$ cat src/design/yrm_pkg.sv
// shared types and constants for the yuyv to rgb converter with motion detection
// no dependencies; compile first
package yrm_pkg;

   localparam int PIX_W      = 8;
   localparam int CNT_W      = 20;
   localparam int WORD_W     = 4 * PIX_W;
   localparam int CSR_IDX_W  = 2;
   localparam int CSR_DATA_W = 20;

   localparam int DEF_MAX_PIXEL_PAIRS = 262144;
   localparam int DEF_COEF_FRAC_BITS  = 16;

   localparam int QUEUE_DEPTH = 2;

   // register indexes
   localparam logic [CSR_IDX_W-1:0] CSR_LUMA_THR   = 2'd0;
   localparam logic [CSR_IDX_W-1:0] CSR_CHROMA_THR = 2'd1;
   localparam logic [CSR_IDX_W-1:0] CSR_COUNT_THR  = 2'd2;

   localparam logic [PIX_W-1:0] RST_LUMA_THR   = 8'd32;
   localparam logic [PIX_W-1:0] RST_CHROMA_THR = 8'd32;
   localparam logic [CNT_W-1:0] RST_COUNT_THR  = 20'd1024;

   typedef struct packed {
      logic [PIX_W-1:0] luma;
      logic [PIX_W-1:0] chroma;
      logic [CNT_W-1:0] count;
   } thr_type;

   // classified macropixel handed from the front end to the back end
   typedef struct packed {
      logic [PIX_W-1:0] luma_even;
      logic [PIX_W-1:0] chroma_blue;
      logic [PIX_W-1:0] luma_odd;
      logic [PIX_W-1:0] chroma_red;
      logic             changed_even;
      logic             changed_odd;
      logic [CNT_W-1:0] count_even;
      logic [CNT_W-1:0] count_odd;
      logic             motion;
      logic             last;
   } pair_type;

endpackage

$ cat src/design/yrm_queue.sv
// short queue between front and back end
// depends on yrm_pkg
module yrm_queue (
   input  logic              clock,
   input  logic              reset,
   input  logic              push_valid,
   output logic              push_ready,
   input  yrm_pkg::pair_type push_data,
   output logic              pop_valid,
   input  logic              pop_ready,
   output yrm_pkg::pair_type pop_data
);
   import yrm_pkg::*;

   localparam int QUEUE_AW = $clog2(QUEUE_DEPTH);
   localparam logic [QUEUE_AW:0]   FULL = (QUEUE_AW + 1)'(QUEUE_DEPTH);
   localparam logic [QUEUE_AW-1:0] LAST = QUEUE_AW'(QUEUE_DEPTH - 1);

   pair_type            slot_ff [QUEUE_DEPTH];
   logic [QUEUE_AW-1:0] wr_ptr_ff, wr_ptr_in;
   logic [QUEUE_AW-1:0] rd_ptr_ff, rd_ptr_in;
   logic [QUEUE_AW:0]   cnt_ff, cnt_in;
   logic                push_fire, pop_fire;

   assign push_ready = cnt_ff != FULL;
   assign pop_valid  = cnt_ff != '0;
   assign pop_data   = slot_ff[rd_ptr_ff];
   assign push_fire  = push_valid && push_ready;
   assign pop_fire   = pop_valid && pop_ready;

   always_comb begin
      wr_ptr_in = wr_ptr_ff;
      rd_ptr_in = rd_ptr_ff;
      cnt_in    = cnt_ff;
      if (push_fire) begin
         wr_ptr_in = (wr_ptr_ff == LAST) ? '0 : wr_ptr_ff + 1'b1;
      end
      if (pop_fire) begin
         rd_ptr_in = (rd_ptr_ff == LAST) ? '0 : rd_ptr_ff + 1'b1;
      end
      if (push_fire && !pop_fire) begin
         cnt_in = cnt_ff + 1'b1;
      end else if (pop_fire && !push_fire) begin
         cnt_in = cnt_ff - 1'b1;
      end
   end

   always_ff @(posedge clock) begin
      if (push_fire) begin
         slot_ff[wr_ptr_ff] <= push_data;
      end
   end

   always_ff @(posedge clock) begin
      if (reset) begin
         wr_ptr_ff <= '0;
         rd_ptr_ff <= '0;
         cnt_ff    <= '0;
      end else begin
         wr_ptr_ff <= wr_ptr_in;
         rd_ptr_ff <= rd_ptr_in;
         cnt_ff    <= cnt_in;
      end
   end

   a_occupancy: assert property (@(posedge clock) disable iff (reset)
      push_fire && !pop_fire |=> (cnt_ff == $past(cnt_ff) + 1'b1))
      else $error("queue occupancy lost a transaction");

endmodule

$ cat config.mk
export PLATFORM = sky130hd
export DESIGN_NAME = yrm_queue
export DESIGN_NICKNAME = d
export VERILOG_FILES = /design/src/design/yrm_pkg.sv /design/src/design/yrm_queue.sv
export SDC_FILE = /design/constraint.sdc
export NUM_CORES = 1
export LEC_CHECK = 0
export ABC_AREA = 1
export BUFFER_PORTS_ARGS = -buffer_cell sky130_fd_sc_hd__buf_2
export CORE_MARGIN = 10
export CORE_UTILIZATION = 52
export CTS_CLUSTER_SIZE = 25
export DETAILED_ROUTE_END_ITERATION = 8
export PLACE_DENSITY = 0.81
export SYNTH_ARGS = -nofsm -noshare
export SYNTH_HDL_FRONTEND = slang
export SYNTH_SLANG_ARGS = --single-unit
$ cat constraint.sdc
create_clock -name clock -period 4.96 [get_ports clock]
set_input_delay 0 -clock clock [delete_from_list [all_inputs] [get_ports clock]]
set_output_delay 0 -clock clock [all_outputs]
set_load 0.01 [all_outputs]
==> results.toml <==
[synth]
synth_most_common_cell = "edfxtp_1"
synth_top_area_share_pct = 77.7
synthesis.area_sq_um = 5880
yosys_most_used_dff = "edfxtp_1"
yosys_register_bits = 157
ys_warn_count = 0
synth_common_cells = "152 x edfxtp_1, 40 x mux2_4, 36 x mux2_2"
synthArstFlopShare_pct = 0
synth_area_leaders = "edfxtp_1 78%, mux2_4 10%, mux2_2 6.9%"
yosysUniqueCellTypes = 15
synth_nets = 354
syn_area_per_cell_sq_um = 21.5
synth_edf_count = 152
syn-instance-count = 273
yosysTopAreaCell = "edfxtp_1"
synth_seq_area_share_pct = 79.4

[route]
routed_via_density = 4.89
antenna_left = 0
routed_wl_um = 12500
route.detailed.drc = 0
wl_per_cell_um = 18.4
vias = 3317
dr.pass1.iters = 4
drt_iter0_drc = 215

[clock_tree]
cts.sinks = 157
cts_tree = "done"
postCtsResizedCells = 0
htree_num_levels = 4
clkTransAtPathRegs_ps = 60
post-cts-setup-buffer-count = 0
clk_path_buf_depth = 2
cts_inserted_buffers = 17
insertion_delay_ps = 410
clockRootBuffer = "clkbuf_16"
postCtsHoldBufs = 80

[die]
rows = 38
core_sq_um = 10900
io_pins = 158
die-area_sq_um = 16000
dieWidth_um = 126
initial_utilization_pct = 53.7
die_y_um = 126

[placement]
place_hpwl_um = 7720
io_buffers = 157
preCtsSetupSlack_ps = 2380
place_congestion = 0.758
placed_area_sq_um = 6810
placed_cells = 565

[worst_setup_path]
crit_family = "simple AND/OR/NAND/NOR gates"
end_kind = "flip-flop"
cp.depth = 5
r2r_slack_ps = 2430
crit_slowest_cell = "nor2_4"
cp_cell_sequence = "inv_1, nand2_1, nand2_1, nor2_4, buf_4"
cp_slowest_stage_delay_ps = 850
required_ps = 5010
arrival_ps = 2580
critPathBufInv = 2
critPathMaxFanout = 39
timing.rr.end = "slot_ff[1][3]"
path_common_cell = "nand2_1"
rr_worst_depth = 5
reg2reg_from = "cnt_ff[0]"
startpoint = "cnt_ff[0]"
worst-setup-path-type = "reg -> reg"
crit_path_end = "slot_ff[1][3]"
start_kind = "flip-flop"

[sta]
fin_worst_skew_ps = 6.87
hold_violations = 0
fin_crit_ps = 2530
finalMaxSlewViolations = 0
rsz0062_at_grt = "false"
max-slew-margin-rel_pct = 28.2
setup_tns_ps = 0
setup_viol = 0
finalCritPeriodShare_pct = 51.0
worstMarginPinSlew_ps = 1070
fin_ws_ps = 2430
max_freq_ghz = 0.395

[power]
pwr-share-seq_pct = 44.8
leakagePower_nw = 3.22
p_clk_share_pct = 32.6
vdd_ir_drop_max_mv = 0.324
total_power_mw = 3.95
p_sw_mw = 1.03
intPower_mw = 2.92
p_comb_share_pct = 22.7
sw_frac_of_total_pct = 26.1
power.density_nw_per_um2 = 481

[global_routing]
grt_max_degree = 41
grt_pass1_wl_um = 19100
antenna_found_initial = 2
grt.overflow.total = 0
grt_pass1_vias = 3624
grt.total_usage_pct = 15.3

[hold_path]
min_path_type = "in -> reg"
min-delay-start = "push_valid"

[finish]
syn2layout_area_growth_pct = 39.8
fin_cells = 679
finish.net_count = 605
drive_gt1_share_pct = 49.9
stdcell_area_sq_um = 8210

[outcome]
status = "completed"

[flow_run]
cap_violations = 0
metrics by stage:
step	hold WS (ps)	utilization (%)
finish	96.2	75.1
global route	126	75.1
CTS	78.7	75.1
detailed placement	192	62.3
global placement	187	62.3
floorplan	98.9	-
cells by family (layout without fill, tap and decap cells):
kind of cell | after synthesis | count (layout) | share of synthesized area (%)
AND/OR/NAND/NOR | 19 | 19 | 1.30
AO/OA/AOI/OAI | 4 | 4 | 0.341
buffers and inverters | 16 | 280 | 1.66
flip-flops | 157 | 157 | 79.4
adder cells (fa/ha/maj) | 1 | 1 | 0.213
multiplexers | 76 | 76 | 17.1
other | 0 | 2 | 0
placed cells by master (no fill, tap or decap), drive strengths merged:
master / instances
clkinv: 7
buf: 160
nor2: 7
edfxtp: 152
diode: 2
dlygate4sd3: 80
inv: 9
nand2: 9
nand3: 2
nand4: 1
o21ai: 2
dfxtp: 5
bufinv: 3
clkbuf: 17
clkinvlp: 4
a21oi: 2
mux2: 76
ha: 1
power by group through the flow:
stage / Combinational, mW / Clock [mW] / Sequential, mW
floorplan: 0.585 / 0 / 1.76
global placement: 0.834 / 0 / 1.78
detailed placement: 0.849 / 0 / 1.79
CTS: 0.904 / 1.31 / 1.77
global route: 0.968 / 1.37 / 1.79
finish: 0.894 / 1.29 / 1.77
registers in the layout, summed over array words and instances (netlist names), named ones only:
name,cells
cnt_ff,2
rd_ptr_ff,1
slot_ff,152
wr_ptr_ff,1
layout make-up:
type,instances,area (sq um)
fill,641,2720
multi-input combinational,100,1130
clock buffer,17,425
sequential,157,4670
timing repair buffer,240,1610
inverter,8,30.0
antenna,2,5.00
clock inverter,15,171
tap,140,175
worst min path at each step:
stage,to,cells past startpoint
floorplan,slot_ff[0][0],0
global placement,slot_ff[0][2],1
detailed placement,slot_ff[1][44],1
CTS,wr_ptr_ff,4
global route,wr_ptr_ff,4
finish,wr_ptr_ff,4
metal layers:
layer  GRT usage, %  up-vias  part of all wire [%]
li1               -     1568                     -
met1           17.1     1587                    40
met2           25.4      135                    50
met3           6.04       27                   7.6
met4           6.90        0                   2.4
met5              0        -                     0
worst reg2reg max path, delay by kind of cell, from the launching register on:
kind | cells | cell delay [ps]
buf+inv | 2 | 680
flops | 1 | 330
simple gates | 3 | 1130
Power figures use the tool's default switching activity.
