[src/design/yrm_pkg.sv]
// shared types and constants for the yuyv to rgb converter with motion detection
// no dependencies; compile first
package yrm_pkg;

   localparam int PIX_W      = 8;
   localparam int CNT_W      = 20;
   localparam int WORD_W     = 4 * PIX_W;
   localparam int CSR_IDX_W  = 2;
   localparam int CSR_DATA_W = 20;

   localparam int DEF_MAX_PIXEL_PAIRS = 262144;
   localparam int DEF_COEF_FRAC_BITS  = 16;

   localparam int QUEUE_DEPTH = 2;

   // register indexes
   localparam logic [CSR_IDX_W-1:0] CSR_LUMA_THR   = 2'd0;
   localparam logic [CSR_IDX_W-1:0] CSR_CHROMA_THR = 2'd1;
   localparam logic [CSR_IDX_W-1:0] CSR_COUNT_THR  = 2'd2;

   localparam logic [PIX_W-1:0] RST_LUMA_THR   = 8'd32;
   localparam logic [PIX_W-1:0] RST_CHROMA_THR = 8'd32;
   localparam logic [CNT_W-1:0] RST_COUNT_THR  = 20'd1024;

   typedef struct packed {
      logic [PIX_W-1:0] luma;
      logic [PIX_W-1:0] chroma;
      logic [CNT_W-1:0] count;
   } thr_type;

   // classified macropixel handed from the front end to the back end
   typedef struct packed {
      logic [PIX_W-1:0] luma_even;
      logic [PIX_W-1:0] chroma_blue;
      logic [PIX_W-1:0] luma_odd;
      logic [PIX_W-1:0] chroma_red;
      logic             changed_even;
      logic             changed_odd;
      logic [CNT_W-1:0] count_even;
      logic [CNT_W-1:0] count_odd;
      logic             motion;
      logic             last;
   } pair_type;

endpackage

[src/design/yrm_if.sv]


interface yrm_rsp_if;
   import yrm_pkg::*;

   logic             valid;
   logic             ready;
   logic [PIX_W-1:0] red;
   logic [PIX_W-1:0] green;
   logic [PIX_W-1:0] blue;
   logic             pixel_changed;
   logic [CNT_W-1:0] running_changed;
   logic             motion_detected;
   logic             frame_done;
   logic             second_of_pair;

   modport source (
      output valid, red, green, blue, pixel_changed, running_changed, motion_detected,
             frame_done, second_of_pair,
      input  ready
   );
   modport sink (
      input  valid, red, green, blue, pixel_changed, running_changed, motion_detected,
             frame_done, second_of_pair,
      output ready
   );
endinterface


[src/design/yrm_back.sv]
// back end: splits a pair into two pixels, converts ycbcr to rgb in fixed point,
// holds the result register; depends on yrm_pkg and yrm_if
module yrm_back #(
   parameter int COEF_FRAC_BITS = yrm_pkg::DEF_COEF_FRAC_BITS
) (
   input  logic              clock,
   input  logic              reset,
   input  logic              pop_valid,
   output logic              pop_ready,
   input  yrm_pkg::pair_type pop_data,
   yrm_rsp_if.source         rsp_chan
);
   import yrm_pkg::*;

   localparam int ACC_W = COEF_FRAC_BITS + 12;

   localparam longint K_R_VAL  = ((longint'(1402000) << COEF_FRAC_BITS) + 500000) / 1000000;
   localparam longint K_GB_VAL = ((longint'(344140) << COEF_FRAC_BITS) + 500000) / 1000000;
   localparam longint K_GR_VAL = ((longint'(714140) << COEF_FRAC_BITS) + 500000) / 1000000;
   localparam longint K_B_VAL  = ((longint'(1772000) << COEF_FRAC_BITS) + 500000) / 1000000;

   localparam logic signed [ACC_W-1:0] K_R  = ACC_W'(K_R_VAL);
   localparam logic signed [ACC_W-1:0] K_GB = ACC_W'(K_GB_VAL);
   localparam logic signed [ACC_W-1:0] K_GR = ACC_W'(K_GR_VAL);
   localparam logic signed [ACC_W-1:0] K_B  = ACC_W'(K_B_VAL);
   localparam logic signed [ACC_W-1:0] ACC_MAX = ACC_W'(255) << COEF_FRAC_BITS;

   function automatic logic [PIX_W-1:0] clamp_pix(input logic signed [ACC_W-1:0] acc);
      logic [PIX_W-1:0] res;
      if (acc <= 0) begin
         res = '0;
      end else if (acc >= ACC_MAX) begin
         res = '1;
      end else begin
         res = acc[COEF_FRAC_BITS +: PIX_W];
      end
      return res;
   endfunction

   logic phase_ff, phase_in;

   // multiply stage
   logic                    m_v_ff, m_v_in;
   logic [PIX_W-1:0]        m_y_ff;
   logic signed [ACC_W-1:0] m_pr_ff, m_pgb_ff, m_pgr_ff, m_pb_ff;
   logic                    m_changed_ff;
   logic [CNT_W-1:0]        m_count_ff;
   logic                    m_motion_ff;
   logic                    m_done_ff;
   logic                    m_second_ff;

   // result register
   logic             o_v_ff, o_v_in;
   logic [PIX_W-1:0] o_red_ff, o_green_ff, o_blue_ff;
   logic             o_changed_ff;
   logic [CNT_W-1:0] o_count_ff;
   logic             o_motion_ff;
   logic             o_done_ff;
   logic             o_second_ff;

   logic                    o_adv, m_adv, m_load;
   logic signed [8:0]       u_s, v_s;
   logic signed [ACC_W-1:0] u_ext, v_ext, y_acc;

   assign o_adv     = !o_v_ff || rsp_chan.ready;
   assign m_adv     = !m_v_ff || o_adv;
   assign m_load    = m_adv && pop_valid;
   // the pair leaves the queue when its second pixel enters the multiply stage
   assign pop_ready = m_load && phase_ff;

   assign phase_in = m_load ? !phase_ff : phase_ff;
   assign m_v_in   = m_load || (m_v_ff && !o_adv);
   assign o_v_in   = (m_v_ff && o_adv) || (o_v_ff && !rsp_chan.ready);

   assign u_s   = $signed({1'b0, pop_data.chroma_blue}) - 9'sd128;
   assign v_s   = $signed({1'b0, pop_data.chroma_red}) - 9'sd128;
   assign u_ext = ACC_W'(u_s);
   assign v_ext = ACC_W'(v_s);
   assign y_acc = $signed(ACC_W'(m_y_ff)) <<< COEF_FRAC_BITS;

   always_ff @(posedge clock) begin
      if (m_load) begin
         m_y_ff       <= phase_ff ? pop_data.luma_odd : pop_data.luma_even;
         m_pr_ff      <= K_R * v_ext;
         m_pgb_ff     <= K_GB * u_ext;
         m_pgr_ff     <= K_GR * v_ext;
         m_pb_ff      <= K_B * u_ext;
         m_changed_ff <= phase_ff ? pop_data.changed_odd : pop_data.changed_even;
         m_count_ff   <= phase_ff ? pop_data.count_odd : pop_data.count_even;
         m_motion_ff  <= phase_ff && pop_data.motion;
         m_done_ff    <= phase_ff && pop_data.last;
         m_second_ff  <= phase_ff;
      end
      if (m_v_ff && o_adv) begin
         o_red_ff     <= clamp_pix(y_acc + m_pr_ff);
         o_green_ff   <= clamp_pix(y_acc - m_pgb_ff - m_pgr_ff);
         o_blue_ff    <= clamp_pix(y_acc + m_pb_ff);
         o_changed_ff <= m_changed_ff;
         o_count_ff   <= m_count_ff;
         o_motion_ff  <= m_motion_ff;
         o_done_ff    <= m_done_ff;
         o_second_ff  <= m_second_ff;
      end
   end

   always_ff @(posedge clock) begin
      if (reset) begin
         phase_ff <= 1'b0;
         m_v_ff   <= 1'b0;
         o_v_ff   <= 1'b0;
      end else begin
         phase_ff <= phase_in;
         m_v_ff   <= m_v_in;
         o_v_ff   <= o_v_in;
      end
   end

   assign rsp_chan.valid           = o_v_ff;
   assign rsp_chan.red             = o_red_ff;
   assign rsp_chan.green           = o_green_ff;
   assign rsp_chan.blue            = o_blue_ff;
   assign rsp_chan.pixel_changed   = o_changed_ff;
   assign rsp_chan.running_changed = o_count_ff;
   assign rsp_chan.motion_detected = o_motion_ff;
   assign rsp_chan.frame_done      = o_done_ff;
   assign rsp_chan.second_of_pair  = o_second_ff;

   a_first_pixel_flags: assert property (@(posedge clock) disable iff (reset)
      rsp_chan.valid && !rsp_chan.second_of_pair |->
         !rsp_chan.frame_done && !rsp_chan.motion_detected)
      else $error("frame flags on first pixel of a pair");

   a_pop_phase: assert property (@(posedge clock) disable iff (reset)
      pop_valid && pop_ready |=> !phase_ff)
      else $error("pixel phase out of step with queue");

endmodule

[src/flat_wrapper.sv]
// flat-port wrapper written by rule: the top's interface ports become plain ports
module yrm_back_flat import yrm_pkg::*;
#(
   parameter int COEF_FRAC_BITS = yrm_pkg::DEF_COEF_FRAC_BITS
)
  (clock, reset, pop_valid, pop_ready, pop_data, rsp_chan_valid, rsp_chan_red, rsp_chan_green, rsp_chan_blue, rsp_chan_pixel_changed, rsp_chan_running_changed, rsp_chan_motion_detected, rsp_chan_frame_done, rsp_chan_second_of_pair, rsp_chan_ready);
  yrm_rsp_if rsp_chan_i ();
  input  logic clock;
  input  logic reset;
  input  logic pop_valid;
  output logic pop_ready;
  input  yrm_pkg::pair_type pop_data;
  output wire logic [$bits(rsp_chan_i.valid)-1:0] rsp_chan_valid;
  output wire logic [$bits(rsp_chan_i.red)-1:0] rsp_chan_red;
  output wire logic [$bits(rsp_chan_i.green)-1:0] rsp_chan_green;
  output wire logic [$bits(rsp_chan_i.blue)-1:0] rsp_chan_blue;
  output wire logic [$bits(rsp_chan_i.pixel_changed)-1:0] rsp_chan_pixel_changed;
  output wire logic [$bits(rsp_chan_i.running_changed)-1:0] rsp_chan_running_changed;
  output wire logic [$bits(rsp_chan_i.motion_detected)-1:0] rsp_chan_motion_detected;
  output wire logic [$bits(rsp_chan_i.frame_done)-1:0] rsp_chan_frame_done;
  output wire logic [$bits(rsp_chan_i.second_of_pair)-1:0] rsp_chan_second_of_pair;
  input wire logic [$bits(rsp_chan_i.ready)-1:0] rsp_chan_ready;
  assign rsp_chan_valid = rsp_chan_i.valid;
  assign rsp_chan_red = rsp_chan_i.red;
  assign rsp_chan_green = rsp_chan_i.green;
  assign rsp_chan_blue = rsp_chan_i.blue;
  assign rsp_chan_pixel_changed = rsp_chan_i.pixel_changed;
  assign rsp_chan_running_changed = rsp_chan_i.running_changed;
  assign rsp_chan_motion_detected = rsp_chan_i.motion_detected;
  assign rsp_chan_frame_done = rsp_chan_i.frame_done;
  assign rsp_chan_second_of_pair = rsp_chan_i.second_of_pair;
  assign rsp_chan_i.ready = rsp_chan_ready;
  yrm_back #(.COEF_FRAC_BITS(COEF_FRAC_BITS)) u_core (.clock(clock), .reset(reset), .pop_valid(pop_valid), .pop_ready(pop_ready), .pop_data(pop_data), .rsp_chan(rsp_chan_i));
endmodule
[config.mk]
export PLATFORM = sky130hd
export DESIGN_NAME = yrm_back_flat
export DESIGN_NICKNAME = d
export VERILOG_FILES = /design/src/design/yrm_pkg.sv /design/src/design/yrm_if.sv /design/src/design/yrm_back.sv /design/src/flat_wrapper.sv
export SDC_FILE = /design/constraint.sdc
export NUM_CORES = 1
export LEC_CHECK = 0
export BUFFER_PORTS_ARGS = -buffer_cell sky130_fd_sc_hd__buf_4
export CORE_MARGIN = 2
export CORE_UTILIZATION = 30
export DETAILED_ROUTE_END_ITERATION = 10
export PLACE_DENSITY_LB_ADDON = 0.2
export SETUP_SLACK_MARGIN = 0.2
export SYNTH_ARGS = -nofsm -noshare
export SYNTH_HDL_FRONTEND = slang
export SYNTH_SLANG_ARGS = --single-unit
[constraint.sdc]
create_clock -name clock -period 32.9 [get_ports clock]
set_input_delay 8.225 -clock clock [delete_from_list [all_inputs] [get_ports clock]]
set_output_delay 8.225 -clock clock [all_outputs]
set_load 0.02 [all_outputs]
==> flow_summary.yaml, run 1 <==
cells_and_area:
  layout-drive-gt1-share: 0.132
  area_growth_pct: 15.0
  fin_nets: 2168
  insertedDiodeCount: 0
  fin_util: 0.349
  num-fill-cells: 5535
  multi_input_area_sq_um: 10400
  register_area_sq_um: 5260
  fin_cells: 2416
global_routing:
  grt.total_usage: 0.137
  grt_pass1_wl_microns: 60600
  grt.overflow.total: 0
  grt_max_degree: 74
  grt_antenna_before_repair: 0
  grt_pass1_vias: 11300
die:
  fp.dieH_microns: 240
  core_area_sq_um: 55000
  row_count: 86
  start_util: 0.303
  die-area_sq_um: 57500
  die_width_microns: 240
  boundaryPins: 130
place:
  hpwl_microns: 32200
  gp_congestion: 0.851
  dpl.cell_count: 2384
  portBuffers: 129
critical_path:
  rr_worst_depth: 11
  r2r_end: "u_core.rsp_chan.green[2]"
  required_ns: 24.67
  crit_path_end_kind: "output pin"
  r2r-start: "u_core.m_y_ff[1]"
  path_max_fanout: 55
  cp.arrival_ns: 9.62
  setup.worst_path.class: "input pin to output pin"
  rrSetupSlack_ns: 28.70
  startpoint_type: "input pin"
logic_synthesis:
  synthMuxAreaShare: 0.0209
  synth_ff_type: "edfxtp_1"
  syn-mean-instance-area_sq_um: 11.0
  synth_fp_nets: 2023
  synth_compound_area_frac: 0.102
  syn_area_sq_um: 16700
  synth-adder-area-share: 0.376
  ys_seq_elements: 176
  ys_types: 65
  ys_warn_count: 0
  synth-async-reset-ratio: 0
  synthXorXnorAreaFrac: 0.0478
  yosysSeqAreaShare: 0.315
  synth_edf_count: 173
  syn_inst: 1510
  synthSimpleGateAreaFrac: 0.0770
  synth_top_family_by_area: "adder cells"
timing:
  layout_min_cycle_time_ns: 17.84
  tightest_slew_ns: 0.931
  hold_slack_ns: 0.419
  finalHoldViolCount: 0
  tns_ns: 0
  finalClockSkew_ns: 0.0108
  final-setup-viol-count: 0
  fmax_mhz: 56.0
  slew_viol_final: 0
  fin_crit_sh: 0.542
  rsz0062_at_grt: "false"
  relSlewSlack: 0.379
cts:
  cts_resized: 0
  cts_setup_buffers: 0
  cts_max_path_buffers: 2
  cts-root-buf: "clkbuf_16"
  ctsHoldBuffers: 0
  numCtsBuffers: 17
  htreeDepth: 4
  clkSlewWorstSetupHoldPaths_ns: 0.07
  cts_sinks: 176
  cts_tree: "yes"
  clock_latency_ns: 0.45
pwr:
  switching_share: 0.430
  p_leak_nw: 9.09
  p_int_uw: 836
  seq_power_share: 0.243
  p_comb_frac: 0.621
  p_switching_uw: 631
  peakVddDrop_mv: 0.0446
  p_per_area_nw_per_um2: 76.4
  p_clk_frac: 0.136
detailed_routing:
  ant_nets: 0
  drt_iter0_drc: 500
  vias: 11100
  wl_per_cell_microns: 16.0
  routed_wl_microns: 38700
  via_per_inst: 4.61
  dr.pass1.iters: 8
  drcViolationCount: 0
worst_hold_path:
  holdPathStages: 0
  hold_path_class: "flop to flop"
  hold_end: "u_core.rsp_chan.second_of_pair"
  min-delay-start: "u_core.m_second_ff"
run:
  maxCapViolCount: 0
outcome:
  status: "finished, final reports clean"
## placed cells by master (no fill, tap or decap), types with 4 or more instances in the layout
master,synthesis,layout
nor3_1,22,22
o21bai_1,10,10
buf_4,0,133
or3_1,13,13
nand2_1,43,43
o21ai_0,35,35
inv_8,0,4
ha_1,319,319
a211oi_1,9,9
and2_1,10,10
nand2b_1,7,7
fa_1,114,114
a21oi_1,93,93
a41oi_1,5,5
o21a_1,23,23
or2_2,14,14
nor2b_1,17,16
nor3b_1,5,5
clkbuf_16,0,17
a21o_1,31,31
inv_1,264,264
a31oi_1,11,11
nand3_1,19,19
and3_1,7,7
nand4_1,8,8
nor4_1,11,11
edfxtp_1,173,173
xnor2_1,65,65
or4_1,5,5
mux2_2,30,30
o211a_1,4,4
nor2_1,53,53
inv_6,0,4
xor2_1,26,26
## synthesized netlist by cell type, types with 4 or more instances
cell / instances / area share
clkbuf_1: 6 / 0.0013
nor4_1: 11 / 0.0041
nand3_1: 19 / 0.0057
a21oi_1: 93 / 0.028
xor2_1: 26 / 0.014
nor2_1: 53 / 0.012
nand4_1: 8 / 0.0030
nor2b_1: 17 / 0.0064
xnor2_1: 65 / 0.034
o21a_1: 23 / 0.010
nor3b_1: 5 / 0.0023
or3_1: 13 / 0.0049
and2_1: 10 / 0.0038
fa_1: 114 / 0.14
mux2_2: 30 / 0.020
or2_2: 14 / 0.0052
a21o_1: 31 / 0.014
and3_1: 7 / 0.0026
edfxtp_1: 173 / 0.31
a41oi_1: 5 / 0.0026
a31oi_1: 11 / 0.0041
o211a_1: 4 / 0.0024
nand2_1: 43 / 0.0097
nor3_1: 22 / 0.0066
inv_1: 264 / 0.059
or4_1: 5 / 0.0023
o21ai_0: 35 / 0.011
ha_1: 319 / 0.24
nand2b_1: 7 / 0.0026
a211oi_1: 9 / 0.0040
o21bai_1: 10 / 0.0045
## how the worst max path moves through the flow
stage,start,slack (ns),to
floorplan,rsp_chan_ready,6.27,pop_ready
global placement,rsp_chan_ready,15.03,pop_ready
detailed placement,rsp_chan_ready,15.02,pop_ready
CTS,rsp_chan_ready,15.02,pop_ready
global route,rsp_chan_ready,14.94,pop_ready
finish,rsp_chan_ready,15.06,pop_ready
## cell type report
class	instances	area share
Clock inverter	14	0.00770
Inverter	264	0.0516
Sequential cell	176	0.274
Clock buffer	18	0.0224
Timing Repair Buffer	133	0.0520
Multi-Input combinational cell	1063	0.544
Tap cell	748	0.0488
## sequential cells by signal, indices dropped and copies added, names as in the netlist
name	count
u_core.rsp_chan.red	8
u_core.rsp_chan.running_changed	20
u_core.m_changed_ff	1
u_core.m_second_ff	1
u_core.m_v_ff	1
u_core.rsp_chan.motion_detected	1
u_core.rsp_chan.second_of_pair	1
u_core.rsp_chan.pixel_changed	1
u_core.rsp_chan.valid	1
u_core.m_pr_ff	27
u_core.phase_ff	1
u_core.m_y_ff	8
u_core.m_pgb_ff	24
u_core.m_count_ff	20
u_core.rsp_chan.green	8
u_core.m_done_ff	1
u_core.rsp_chan.frame_done	1
u_core.m_pb_ff	24
u_core.m_pgr_ff	18
u_core.rsp_chan.blue	8
u_core.m_motion_ff	1
## through the flow
stage,area [sq um],worst slack [ns],power (mW)
2_1_floorplan,16700,6.27,1.04
3_3_place_gp,18600,15.03,1.27
3_5_place_dp,18600,15.02,1.27
5_1_grt,19200,14.94,1.61
6_report,19200,15.06,1.47
4_1_cts,19200,15.02,1.48
## worst max-delay path, cell delays in order
cell and delay (ns):
buf_4 0.11, nor2b_1 0.42, a21boi_4 0.10, buf_4 0.35
and2_1 0.27, buf_4 0.15
## cell families after synthesis
logic type | after synthesis
multiplexers | 31
AO/OA/AOI/OAI | 263
adder cells (fa/ha/maj) | 433
flip-flops | 176
buffers and inverters | 271
AND/OR/NAND/NOR | 245
XOR/XNOR | 91
## power by group through the flow
stage	sequential (mW)	clock (mW)	combinational [mW]
2_1_floorplan	0.363	0	0.677
3_3_place_gp	0.361	0	0.904
3_5_place_dp	0.362	0	0.905
4_1_cts	0.358	0.206	0.916
5_1_grt	0.362	0.216	1.03
6_report	0.356	0.200	0.911
## layer usage
layer | wire length, microns | GRT usage
met1 | 18800 | 0.182
met5 | 0 | 0
met2 | 17000 | 0.223
met4 | 971 | 0.0455
met3 | 1840 | 0.0270
Note: power is estimated with default switching activity, not from simulation.
==> run 2, diff against run 1 <==
clock period = 17.2 ns   (was 32.9 ns; I/O delays follow)
==> run 2 against run 1 <==
Die area unchanged. Clock skew rose by 0.0018 ns. Flip-flop and latch count unchanged. Power increased by 93%. Global-route usage is 0.35 points higher. Sequential share of layout area barely moved. Combinational power grew 92%. Final cell count unchanged. Clock-buffer cell count unchanged. Critical path depth stayed put. Critical endpoint unchanged. Highest routed layer unchanged.
==> flow_summary.yaml, run 2 (synthesized netlist as in run 1, its figures left out) <==
timing:
  finalHoldViolCount: 0
  tightest_slew_ns: 0.839
  hold_slack_ns: 0.417
  tns_ns: 0
  fin_crit_sh: 0.585
  finalClockSkew_ns: 0.0127
  layout_min_cycle_time_ns: 10.06
  relSlewSlack: 0.433
  fmax_mhz: 99.4
  final-setup-viol-count: 0
  slew_viol_final: 0
  rsz0062_at_grt: "false"
global_routing:
  grt.total_usage: 0.141
  grt.overflow.total: 0
  grt_pass1_vias: 11300
  grt_pass1_wl_microns: 62200
  grt_antenna_before_repair: 0
  grt_max_degree: 66
cts:
  clkSlewWorstSetupHoldPaths_ns: 0.07
  cts_setup_buffers: 0
  ctsHoldBuffers: 0
  numCtsBuffers: 17
  cts_resized: 0
  cts_max_path_buffers: 2
  htreeDepth: 4
  cts_sinks: 176
  clock_latency_ns: 0.44
  cts_tree: "yes"
  cts-root-buf: "clkbuf_16"
cells_and_area:
  largest_reg_flops: 27
  regMostFlops: "u_core.m_pr_ff"
  fin_nets: 2168
  fin_util: 0.349
  reg_top3: "u_core.m_pr_ff x27, u_core.m_pb_ff x24, u_core.m_pgb_ff x24"
  fin_cells: 2416
  final_cell_mix: "319 x ha_1, 264 x inv_1, 173 x edfxtp_1"
  final_common_cell: "ha_1"
  area_growth_pct: 15.2
  layout-drive-gt1-share: 0.132
  insertedDiodeCount: 0
  num-fill-cells: 5477
detailed_routing:
  ant_nets: 0
  drt_iter0_drc: 357
  via_per_inst: 4.58
  wl_per_cell_microns: 16.3
  routed_wl_microns: 39500
  vias: 11100
  drcViolationCount: 0
  dr.pass1.iters: 5
worst_hold_path:
  holdPathStages: 0
  hold_path_class: "flop to flop"
  hold_end: "u_core.rsp_chan.running_changed[11]"
  min-delay-start: "u_core.m_count_ff[11]"
critical_path:
  setup.worst_path.class: "input pin to output pin"
  r2r_end: "u_core.rsp_chan.green[3]"
  r2r-start: "u_core.m_y_ff[0]"
  rrSetupSlack_ns: 12.91
  cp.arrival_ns: 5.76
  rr_worst_depth: 12
  crit_start: "rsp_chan_ready"
  crit_path_end_kind: "output pin"
  required_ns: 12.90
  startpoint_type: "input pin"
  path_max_fanout: 65
die:
  start_util: 0.303
  die-area_sq_um: 57500
  boundaryPins: 130
  row_count: 86
  die_width_microns: 240
  core_area_sq_um: 55000
  fp.dieH_microns: 240
pwr:
  p_per_area_nw_per_um2: 147
  p_leak_nw: 9.10
  total_power_mw: 2.83
  peakVddDrop_mv: 0.103
outcome:
  status: "finished, final reports clean"
place:
  gp_congestion: 0.849
  dpl.cell_count: 2384
  portBuffers: 129
  hpwl_microns: 32600
run:
  maxCapViolCount: 0
-- run 2: cell types whose count changed in the layout (fill, tap and decap cells not counted) --
cell / delta
bufinv_16: +1
clkinv_2: -1
clkinv_4: +1
inv_6: -1
-- run 2: how the worst max path moves through the flow --
| stage | endpoint | slack, ns | cells after the start |
|---|---|---|---|
| after CTS | pop_ready | 7.13 | 6 |
| after global placement | pop_ready | 7.16 | 6 |
| after floorplan | pop_ready | 1.84 | 3 |
| after detailed placement | pop_ready | 7.13 | 6 |
| after global routing | pop_ready | 7.00 | 6 |
| final | pop_ready | 7.14 | 6 |
-- run 2: critical path: stages --
cell and delay (ns):
buf_4 0.11, nor2b_1 0.41, a21boi_4 0.09, buf_4 0.36, and2_1 0.29, buf_4 0.15
-- run 2: final cells by class --
class	count	area [sq um]	share of cell area
repair buffers	133	998	0.0520
flip-flops and latches	176	5260	0.274
clock buffers	18	429	0.0223
clock inverters	14	173	0.00899
well taps	748	936	0.0487
multi-input cells	1063	10400	0.543
inverters	264	991	0.0516
-- run 2: where the power goes --
part | internal (mW) | leakage, nW | total, mW | switching [mW]
combinational | 0.750 | 7.10 | 1.75 | 1.00
sequential | 0.645 | 1.70 | 0.682 | 0.0368
clock | 0.220 | 0.293 | 0.400 | 0.180
total | 1.61 | 9.10 | 2.83 | 1.22
-- run 2: stage by stage --
stage | cell area [sq um] | setup slack [ns]
floorplan | 16700 | 1.84
finish | 19200 | 7.14
CTS | 19200 | 7.13
global route | 19200 | 7.00
detailed placement | 18600 | 7.13
global placement | 18600 | 7.16
-- run 2: per-layer routing --
layer / global-route usage / share of wire / vias up
met5: 0 / 0 / -
met4: 0.0252 / 0.0081 / 0
met3: 0.0212 / 0.035 / 15
met2: 0.237 / 0.46 / 198
met1: 0.192 / 0.50 / 5274
li1: - / - / 5580
